--- src/sv/sdtp_pkg.sv ---
`timescale 1ns / 1ps
// ----------------------------------------------------------------------------
// sdtp_pkg
// Request and result types, phase codes and character constants for the
// strict decimal token parser.
// ----------------------------------------------------------------------------
package sdtp_pkg;

	localparam int OUT_BITS = 32;

	localparam logic [1:0] PH_SPACE  = 2'd0;
	localparam logic [1:0] PH_SIGNED = 2'd1;
	localparam logic [1:0] PH_DIGITS = 2'd2;
	localparam logic [1:0] PH_ERROR  = 2'd3;

	localparam logic [7:0] CH_SPACE = 8'd32;
	localparam logic [7:0] CH_TAB   = 8'd9;
	localparam logic [7:0] CH_CR    = 8'd13;
	localparam logic [7:0] CH_PLUS  = 8'h2B;
	localparam logic [7:0] CH_MINUS = 8'h2D;
	localparam logic [7:0] CH_ZERO  = 8'h30;
	localparam logic [7:0] CH_NINE  = 8'h39;

	typedef struct packed {
		logic [7:0] char_code;
		logic       token_end;
	} req_t;

	typedef struct packed {
		logic signed [OUT_BITS-1:0] value;
		logic                       error;
	} rsp_t;

	typedef struct packed {
		logic [1:0] phase;
		logic       negative;
	} ctl_t;

endpackage

--- src/sv/sdtp_step.sv ---
`timescale 1ns / 1ps
// ----------------------------------------------------------------------------
// sdtp_step
// One character update: phase and sign update, checked multiply by ten and
// digit add, and the final range check and value at the token end.
// ----------------------------------------------------------------------------
module sdtp_step
	import sdtp_pkg::*;
#(
	parameter int VALUE_BITS = 32
) (
	input  req_t                  req,
	input  ctl_t                  ctl,
	input  logic [VALUE_BITS-1:0] acc,
	output ctl_t                  ctl_next,
	output logic [VALUE_BITS-1:0] acc_next,
	output rsp_t                  rsp
);

	localparam logic [VALUE_BITS-1:0] POS_LIMIT = {1'b0, {(VALUE_BITS-1){1'b1}}};
	localparam logic [VALUE_BITS-1:0] LIMIT_DIV10 = POS_LIMIT / VALUE_BITS'(10);
	localparam logic [VALUE_BITS-1:0] NEG_LIMIT = POS_LIMIT + 1'b1;

	logic                  is_space;
	logic                  is_digit;
	logic                  is_sign;
	logic                  ovf;
	logic [VALUE_BITS-1:0] acc_digit;
	logic [VALUE_BITS-1:0] mag;
	logic [VALUE_BITS+OUT_BITS-1:0] value_ext;
	logic                  ok;

	assign is_space = (req.char_code == CH_SPACE) ||
		((req.char_code >= CH_TAB) && (req.char_code <= CH_CR));
	assign is_digit = (req.char_code >= CH_ZERO) && (req.char_code <= CH_NINE);
	assign is_sign  = (req.char_code == CH_PLUS) || (req.char_code == CH_MINUS);
	assign ovf      = acc > LIMIT_DIV10;
	assign acc_digit = (acc << 3) + (acc << 1) +
		VALUE_BITS'(req.char_code[3:0] - CH_ZERO[3:0]);

	always_comb begin
		ctl_next = ctl;
		acc_next = acc;
		case (ctl.phase)
			PH_SPACE: begin
				if (is_space) begin
					ctl_next.phase = PH_SPACE;
				end else if (is_sign) begin
					ctl_next.negative = (req.char_code == CH_MINUS);
					ctl_next.phase    = PH_SIGNED;
				end else if (is_digit && !ovf) begin
					acc_next       = acc_digit;
					ctl_next.phase = PH_DIGITS;
				end else begin
					ctl_next.phase = PH_ERROR;
				end
			end
			PH_SIGNED, PH_DIGITS: begin
				if (is_digit && !ovf) begin
					acc_next       = acc_digit;
					ctl_next.phase = PH_DIGITS;
				end else begin
					ctl_next.phase = PH_ERROR;
				end
			end
			default: begin
				ctl_next.phase = PH_ERROR;
			end
		endcase
	end

	always_comb begin
		ok  = (ctl_next.phase == PH_DIGITS) &&
			(ctl_next.negative ? (acc_next <= NEG_LIMIT) : (acc_next <= POS_LIMIT));
		mag = ctl_next.negative ? (~acc_next + 1'b1) : acc_next;
		value_ext = {{OUT_BITS{1'b0}}, mag};
		rsp.value = ok ? value_ext[OUT_BITS-1:0] : '0;
		rsp.error = !ok;
	end

endmodule

--- src/sv/strict_decimal_token_parser_core.sv ---
`timescale 1ns / 1ps
// ----------------------------------------------------------------------------
// strict_decimal_token_parser_core
// Parses a stream of characters into signed decimal values, one result per
// token, with an error flag for malformed or out-of-range tokens.
// ----------------------------------------------------------------------------
//  channel | handshake            | payload
//  req     | req_valid, req_stall | req_data  (char_code, token_end)
//  rsp     | rsp_valid, rsp_stall | rsp_data  (value, error)
//
//  One character per cycle while req_stall is low; a result is held in the result register until it is taken.
//  The input register feeds one pass of the step logic into the result register.
//  arst_n clears the phase, sign, accumulator and both valid flags.
//  req_stall rises only while a token end waits on a stalled, full result register.
// ----------------------------------------------------------------------------
module strict_decimal_token_parser_core
	import sdtp_pkg::*;
#(
	parameter int VALUE_BITS = 32
) (
	input  logic clk,
	input  logic arst_n,
	input  logic req_valid,
	output logic req_stall,
	input  req_t req_data,
	output logic rsp_valid,
	input  logic rsp_stall,
	output rsp_t rsp_data
);

	logic                  valid_s1;
	req_t                  req_s1;
	ctl_t                  ctl_q;
	logic [VALUE_BITS-1:0] acc_q;
	logic                  rsp_valid_q;
	rsp_t                  rsp_q;

	ctl_t                  ctl_next;
	logic [VALUE_BITS-1:0] acc_next;
	rsp_t                  rsp_next;
	logic                  advance;
	logic                  load_rsp;

	sdtp_step #(
		.VALUE_BITS(VALUE_BITS)
	) u_step (
		.req      (req_s1),
		.ctl      (ctl_q),
		.acc      (acc_q),
		.ctl_next (ctl_next),
		.acc_next (acc_next),
		.rsp      (rsp_next)
	);

	assign advance   = valid_s1 && (!req_s1.token_end || !rsp_valid_q || !rsp_stall);
	assign load_rsp  = advance && req_s1.token_end;
	assign req_stall = valid_s1 && !advance;

	always_ff @(posedge clk or negedge arst_n) begin
		if (!arst_n) begin
			valid_s1 <= 1'b0;
		end else if (!req_stall) begin
			valid_s1 <= req_valid;
		end
	end

	always_ff @(posedge clk) begin
		if (!req_stall && req_valid) begin
			req_s1 <= req_data;
		end
	end

	always_ff @(posedge clk or negedge arst_n) begin
		if (!arst_n) begin
			ctl_q <= '{phase: PH_SPACE, negative: 1'b0};
			acc_q <= '0;
		end else if (advance) begin
			if (req_s1.token_end) begin
				ctl_q <= '{phase: PH_SPACE, negative: 1'b0};
				acc_q <= '0;
			end else begin
				ctl_q <= ctl_next;
				acc_q <= acc_next;
			end
		end
	end

	always_ff @(posedge clk or negedge arst_n) begin
		if (!arst_n) begin
			rsp_valid_q <= 1'b0;
		end else if (load_rsp) begin
			rsp_valid_q <= 1'b1;
		end else if (!rsp_stall) begin
			rsp_valid_q <= 1'b0;
		end
	end

	always_ff @(posedge clk) begin
		if (load_rsp) begin
			rsp_q <= rsp_next;
		end
	end

	assign rsp_valid = rsp_valid_q;
	assign rsp_data  = rsp_q;

`ifndef SYNTHESIS
	localparam logic [VALUE_BITS-1:0] ACC_MAX = {1'b0, {(VALUE_BITS-1){1'b1}}} + 4'd9;

	a_err_zero: assert property (@(posedge clk) disable iff (!arst_n)
		rsp_valid_q && rsp_q.error |-> rsp_q.value == '0)
		else $error("error result carries a nonzero value");

	a_space_clear: assert property (@(posedge clk) disable iff (!arst_n)
		ctl_q.phase == PH_SPACE |-> acc_q == '0 && !ctl_q.negative)
		else $error("state not clear in whitespace phase");

	a_signed_clear: assert property (@(posedge clk) disable iff (!arst_n)
		ctl_q.phase == PH_SIGNED |-> acc_q == '0)
		else $error("accumulator not clear after sign");

	a_acc_bound: assert property (@(posedge clk) disable iff (!arst_n)
		acc_q <= ACC_MAX)
		else $error("accumulator above limit plus nine");

	a_stall_cause: assert property (@(posedge clk) disable iff (!arst_n)
		req_stall |-> valid_s1 && req_s1.token_end && rsp_valid_q && rsp_stall)
		else $error("request stalled without a blocked result");
`endif

endmodule

--- config.mk ---
export PLATFORM = sky130hd
export DESIGN_NAME = strict_decimal_token_parser_core
export DESIGN_NICKNAME = d
export VERILOG_FILES = /design/src/sv/sdtp_pkg.sv /design/src/sv/sdtp_step.sv /design/src/sv/strict_decimal_token_parser_core.sv
export SDC_FILE = /design/constraint.sdc
export NUM_CORES = 1
export LEC_CHECK = 0
export BUFFER_PORTS_ARGS = -buffer_cell sky130_fd_sc_hd__clkbuf_2
export CORE_MARGIN = 5
export CORE_UTILIZATION = 29
export CTS_CLUSTER_SIZE = 12
export DETAILED_ROUTE_END_ITERATION = 16
export GPL_ROUTABILITY_DRIVEN = 0
export MAX_ROUTING_LAYER = met4
export PLACE_DENSITY = 0.55
export SLEW_MARGIN = 20
export SYNTH_ARGS = -nofsm -noshare
export SYNTH_HDL_FRONTEND = slang
export SYNTH_HIERARCHICAL = 1
export SYNTH_SLANG_ARGS = --single-unit
export TNS_END_PERCENT = 30
--- constraint.sdc ---
create_clock -name clk -period 6 [get_ports clk]
set_input_delay 1.2 -clock clk [delete_from_list [all_inputs] [get_ports clk]]
set_output_delay 1.2 -clock clk [all_outputs]
set_load 0.1 [all_outputs]
==> results of run 1 <==
-- final cells by class --
class / count / area share (%)
multi-input cells: 702 / 59.77
flip-flops and latches: 79 / 26.74
well taps: 335 / 5.116
repair buffers: 56 / 3.696
clock buffers: 9 / 2.749
inverters: 23 / 1.054
clock inverters: 7 / 0.8705
-- worst max path at each step --
stage	end	slack [ps]
finish	rsp_data[2]	750
CTS	rsp_data[2]	780
detailed placement	rsp_data[2]	820
global route	rsp_data[2]	340
global placement	rsp_data[2]	920
floorplan	rsp_data[12]	1650
-- placed cells by master, fill, tap and decap left out, types with 4 or more instances in the layout --
master and count:
o31ai_1 6, xnor2_1 34, o21a_1 9, nor3_1 21
buf_4 9, o21ai_0 41, a31oi_1 12, o22ai_1 5
nor3_2 22, a211oi_1 5, o21bai_1 4, nand4_1 47
xor2_1 21, inv_1 23, nand3_1 60, a21oi_1 45
nand2_1 73, o211ai_1 6, nand2b_1 41, dfrtp_1 36
a21o_1 9, nor2_1 46, clkbuf_16 9, ha_1 61
edfxtp_1 42, a311oi_1 4, nand3b_1 38, a22o_1 5
clkbuf_2 47
-- flip-flops by register name (all words and copies together) (netlist names) --
name       cells
rsp_data      33
acc_q         32
req_s1         9
ctl_q          3
rsp_valid      1
valid_s1       1
-- layer usage --
metal / global-route usage [%] / routed length [µm]
met1: 20.92 / 10100
met2: 21.92 / 9410
met3: 2.367 / 1333
met4: 4.513 / 457
met5: - / 0
-- Yosys cell counts, drive strengths merged, types with 2 or more instances --
| cell type | count | area, µm² |
|---|---|---|
| nand4b | 4 | 50.05 |
| o31ai | 7 | 57.55 |
| o211ai | 6 | 45.04 |
| or2 | 3 | 18.77 |
| nand3 | 61 | 310.3 |
| nor2 | 48 | 185.2 |
| nand3b | 39 | 296.5 |
| nor4b | 2 | 17.52 |
| or3 | 5 | 37.54 |
| nor2b | 3 | 18.77 |
| a31oi | 12 | 75.07 |
| o311ai | 5 | 51.31 |
| ha | 61 | 763.2 |
| dfrtp | 37 | 925.9 |
| inv | 23 | 86.33 |
| a2111o | 2 | 22.52 |
| edfxtp | 42 | 1261 |
| a22o | 6 | 53.80 |
| o22ai | 5 | 31.28 |
| and2 | 3 | 20.02 |
| o31a | 4 | 36.29 |
| nor4 | 5 | 67.56 |
| o21ai | 47 | 246.5 |
| nor3 | 43 | 325.3 |
| buf | 33 | 281.5 |
| o21a | 9 | 67.56 |
| clkbuf | 22 | 103.9 |
| and3 | 4 | 26.28 |
| a22oi | 3 | 27.52 |
| xnor2 | 34 | 297.8 |
| a21o | 9 | 67.56 |
| xor2 | 21 | 183.9 |
| a211o | 2 | 17.52 |
| fa | 2 | 40.04 |
| nand2 | 74 | 280.3 |
| a31o | 2 | 17.52 |
| a211oi | 6 | 50.05 |
| nand2b | 41 | 256.5 |
| nand4 | 47 | 294.0 |
| a21oi | 47 | 235.2 |
| o21bai | 4 | 30.03 |
| a311oi | 4 | 35.03 |
-- power breakdown --
part           switching [mW]  internal [mW]
clock                   0.240          0.324
combinational           0.378          0.121
sequential             0.0265          0.596
-- kinds of logic (layout without fill, tap and decap cells) --
| logic type | count (synthesis) | after routing |
|---|---|---|
| adders and majority gates | 63 | 63 |
| buffers and inverters | 78 | 95 |
| muxes | 1 | 1 |
| xor gates and xnor gates | 55 | 55 |
| and+or+nand+nor | 387 | 387 |
| AOI/OAI and AO/OA | 196 | 196 |
| DFF | 79 | 79 |
-- stage by stage --
| stage | total power, mW | setup WS, ps | instances |
|---|---|---|---|
| after CTS | 1.696 | 781.1 | 1211 |
| after global placement | 1.128 | 915.8 | 1195 |
| after floorplan | 1.020 | 1652 | 859 |
| after detailed placement | 1.127 | 817.0 | 1195 |
| after global routing | 1.756 | 337.6 | 1211 |
| final | 1.685 | 751.4 | 1211 |
-- critical path: cells and delay by family, from the launching register on --
family	cells	cell delay, ps
AO/OA/AOI/OAI	7	2110
XOR/XNOR	1	200
flip-flops	1	510
buffers and inverters	3	480
AND/OR/NAND/NOR	4	770
adder cells (fa/ha/maj)	2	960
==> results.tsv, run 1 <==
metric	value	unit
number of gates resized after cts	0	
clk_lat worst skew	350	ps
post-CTS setup buffers	0	
Hold Violations, Final	0	
critical path endpoint category	flop	
first-pass GRT wire length	34290	µm
FILL cells	2718	
via/cell ratio	5.543	
DRC	0	
Hold EP	ctl_q[0]	
Max Cap Viol	0	
area of the multi-input gates	4897	µm²
hold depth	2	
Iteration-0 DRC Markers	616	
number of port buffers	47	
number of flops mapped to enable cells by yosys	42	
RSZ-0062 raised after global routing	false	
clock sinks	79	
Num CTS Buffers	9	
LEAKAGE	3.418	nW
CP Cell Sequence	inv_1, fa_1, inv_1, fa_1, a211oi_1, o21ai_0, a21oi_1, o21ai_0, xor2_1, o21ai_0, nand3_2, nor4_4, nand4b_4, nor2_2, a22oi_2, buf_4, a2111oi_2	
Slew Viols, Final	0	
Worst path max stage delay	510	ps
Mapped Cells	859	
r2r startpoint	acc_q[2]	
WL final	21300	µm
final hold slack	541.8	ps
Synth Area in Compound Gates	17.67	%
power density cells	205.6	nW/µm²
Async S/R FF share, synth	46.84	%
status	complete, no violations	
root buf cell	clkbuf_16	
Core Area	25840	µm²
Fin Setup TNS	0	ps
largest net degree at the start of global routing	73	
DRT antenna net count	0	
placed cell area	7894	µm²
Hold Buf Count CTS	0	
post-synthesis mux area share	0.1327	%
Nets	947	
fmax	190.5	MHz
Die X	171.3	µm
final core utilization	31.71	%
Post-DP HPWL	15290	µm
Final setup viols	0	
Design Area, Final	8193	µm²
total track usage	14.83	%
critical path's slowest cell	dfrtp_1	
period utilization	87.48	%
critical path class	flop to flop	
Avg Inst Size Synth	8.779	µm²
crit path from	acc_q[2]	
Area growth, synth to finish	8.644	%
syn_nets	935	
ys flop type	edfxtp_1	
clk_skew	8.927	ps
Worst EP arrival	5410	ps
chip height	171.3	µm
H-tree levels	3	
main combinational cell family by area after synthesis	simple AND/OR/NAND/NOR gates	
row count	59	
CP max FO	31	
I/O pin cnt	48	
CTS tree	built	
Slew @ Worst Pin	1092	ps
Overflow after GRT	0	
Antenna diodes	0	
sequential share of the synthesized area	29.00	%
min-delay src	ctl_q[0]	
Netlist cell types	90	
Crit Reg-Reg Endpoint	rsp_data[2]	
Slew HR	27.21	%
Post-Syn Area	7541	µm²
Tmin final	5249	ps
vias in the first global route	6254	
startpoint types	flop	
xor and xnor area share after synthesis	6.388	%
Yosys reg bits	79	
VDD IR max	166.2	µV
initial antenna violation count	0	
CP dominant cell by count	o21ai_0	
Die ar.	29330	µm²
Clk pin slew, worst setup/hold paths	60	ps
Starting Density	29.19	%
Vias	6713	
drt pass-1 iters	5	
post-synthesis adder-cell area fraction	10.65	%
synth warn	6	
Simple-Gate Fraction of Synth Area	29.90	%
Crit path required time	6160	ps
R2R Setup Slk	750	ps
Routed wire per std cell	17.59	µm
share of cells above drive strength 1	14.95	%
Longest Clk Path Bufs	2	
Worst Reg-to-Reg Cells	17	
worst min-delay path category	flop to flop	
Seq. cell area	2191	µm²
No activity file was read; power rests on OpenSTA's default activity.
==> inputs of run 2 (changes only) <==
--- a/config.mk
+++ b/config.mk
@@ -12,7 +12,7 @@
 export DETAILED_ROUTE_END_ITERATION = 16
 export GPL_ROUTABILITY_DRIVEN = 0
 export MAX_ROUTING_LAYER = met4
-export PLACE_DENSITY = 0.55
+export PLACE_DENSITY = 0.57
 export SLEW_MARGIN = 20
 export SYNTH_ARGS = -nofsm -noshare
 export SYNTH_HDL_FRONTEND = slang
==> constraint.sdc (replaced) <==
create_clock -name clk -period 4.6 [get_ports clk]
set_input_delay 0.92 -clock clk [delete_from_list [all_inputs] [get_ports clk]]
set_output_delay 0.92 -clock clk [all_outputs]
set_load 0.1 [all_outputs]
==> results.tsv, run 2 (synthesis results as in run 1) <==
metric	value	unit	change
status	complete, no violations		unchanged
drt pass-1 iters	5		unchanged
DRT antenna net count	0		unchanged
Worst EP arrival	4460	ps	was 5410 ps
Routed wire per std cell	17.34	µm	was 17.59 µm
Die X	171.3	µm	unchanged
r2r startpoint	req_s1[4]		was acc_q[2]
worst min-delay path category	input pin to asynchronous set/reset pin		was flop to flop
Overflow after GRT	0		unchanged
area of the multi-input gates	4923	µm²	was 4897 µm²
Design Area, Final	8498	µm²	was 8193 µm²
first-pass GRT wire length	34420	µm	was 34290 µm
DRC	0		unchanged
Longest Clk Path Bufs	2		unchanged
Antenna diodes	0		unchanged
clock sinks	79		unchanged
Core Area	25840	µm²	unchanged
WL final	21560	µm	was 21300 µm
Seq. cell area	2188	µm²	was 2191 µm²
Crit path required time	4740	ps	was 6160 ps
Final setup viols	0		unchanged
Fin Setup TNS	0	ps	unchanged
CP max FO	25		was 31
FILL cells	2666		was 2718
Crit Reg-Reg Endpoint	rsp_data[2]		unchanged
largest net degree at the start of global routing	73		unchanged
VDD IR max	205.3	µV	was 166.2 µV
most common cell after layout, fill and taps aside	nand2_1		unchanged
final hold slack	500.8	ps	was 541.8 ps
Nets	979		was 947
power density cells	268.0	nW/µm²	was 205.6 nW/µm²
Num CTS Buffers	9		unchanged
LEAKAGE	3.597	nW	was 3.418 nW
vias in the first global route	6372		was 6254
clk_skew	13.42	ps	was 8.927 ps
Power, Total	2.278	mW	was 1.685 mW
CTS tree	built		unchanged
critical path endpoint category	flop		unchanged
total track usage	14.82	%	was 14.83%
placed cell area	8128	µm²	was 7894 µm²
Post-DP HPWL	15870	µm	was 15290 µm
Max Cap Viol	0		unchanged
Vias	6869		was 6713
Iteration-0 DRC Markers	532		was 616
fmax	231.7	MHz	was 190.5 MHz
RSZ-0062 raised after global routing	false		unchanged
Starting Density	29.19	%	unchanged
I/O pin cnt	48		unchanged
initial antenna violation count	0		unchanged
root buf cell	clkbuf_16		unchanged
Area growth, synth to finish	12.69	%	was 8.644%
Clk pin slew, worst setup/hold paths	60	ps	about the same
Slew @ Worst Pin	969.3	ps	was 1092 ps
R2R Setup Slk	280	ps	was 750 ps
number of port buffers	47		unchanged
critical path class	flop to flop		unchanged
via/cell ratio	5.526		was 5.543
Hold Violations, Final	0		unchanged
chip height	171.3	µm	unchanged
Tmin final	4316	ps	was 5249 ps
period utilization	93.82	%	was 87.48%
Die ar.	29330	µm²	unchanged
Slew Viols, Final	0		unchanged
share of cells above drive strength 1	18.28	%	was 14.95%
H-tree levels	3		unchanged
clk_lat worst skew	340	ps	was 350 ps
startpoint types	flop		unchanged
final core utilization	32.89	%	was 31.71%
Slew HR	35.24	%	was 27.21%
row count	59		unchanged
max reg flops	33		unchanged
most frequent cells in the layout	nand2_1, ha_1, nand3_1		unchanged
Worst Reg-to-Reg Cells	18		was 17
[run 2: cell types whose count changed in the layout (fill, tap and decap cells not counted), sizes merged]
cell and delta:
clkbuf +2, buf +32, bufinv +1, clkinv -1, inv -2
[run 2: layer usage]
| metal | vias up | routed length (µm) | track usage (%) |
|---|---|---|---|
| li1 | 3303 | - | - |
| met1 | 3327 | 10100 | 20.56 |
| met2 | 221 | 9769 | 22.76 |
| met3 | 18 | 1348 | 2.206 |
| met4 | 0 | 342 | 3.824 |
| met5 | - | 0 | - |
[run 2: metrics by stage]
| stage | std cells | setup slack (ps) |
|---|---|---|
| after floorplan | 859 | 251.8 |
| after CTS | 1241 | 20.99 |
| final | 1243 | 284.1 |
| after global routing | 1243 | 36.89 |
| after detailed placement | 1225 | 59.21 |
| after global placement | 1225 | 118.7 |
[run 2: what timing repair did]
action	4_1_cts	5_1_grt
setup buffers	0	2
gates resized for setup	0	9
hold buffers	0	0
endpoints found under the setup margin	0	33
[run 2: worst max path at each step]
stage              start           end
2_1_floorplan   acc_q[2]  rsp_data[12]
6_report       req_s1[4]   rsp_data[2]
3_3_place_gp   req_s1[4]   rsp_data[2]
5_1_grt        req_s1[4]   rsp_data[2]
4_1_cts        req_s1[4]   rsp_data[2]
3_5_place_dp   req_s1[4]   rsp_data[2]
[run 2: area by class of cell]
class	count	share of cell area, %
timing repair buffer	88	6.537
multi-input combinational	702	57.94
sequential	79	25.75
clock inverter	5	0.9717
tap	335	4.932
clock buffer	11	2.856
inverter	23	1.016
[run 2: power breakdown]
part / internal (mW) / total [mW] / switching, mW
Combinational: 0.181 / 0.686 / 0.505
Clock: 0.492 / 0.796 / 0.304
Sequential: 0.777 / 0.796 / 0.0189
Total: 1.45 / 2.28 / 0.828
[run 2: critical path, cell delays in order, from the launching register on]
cell,delay [ps]
edfxtp_1,350
inv_1,60
fa_1,540
inv_1,70
fa_1,470
a211oi_2,280
o21ai_2,130
a21oi_1,160
buf_4,160
o21ai_0,110
xor2_1,190
o21ai_2,170
nand3_2,140
nor4_4,360
nand4b_4,180
nor2_2,130
a22oi_2,80
buf_12,190
a2111oi_2,330
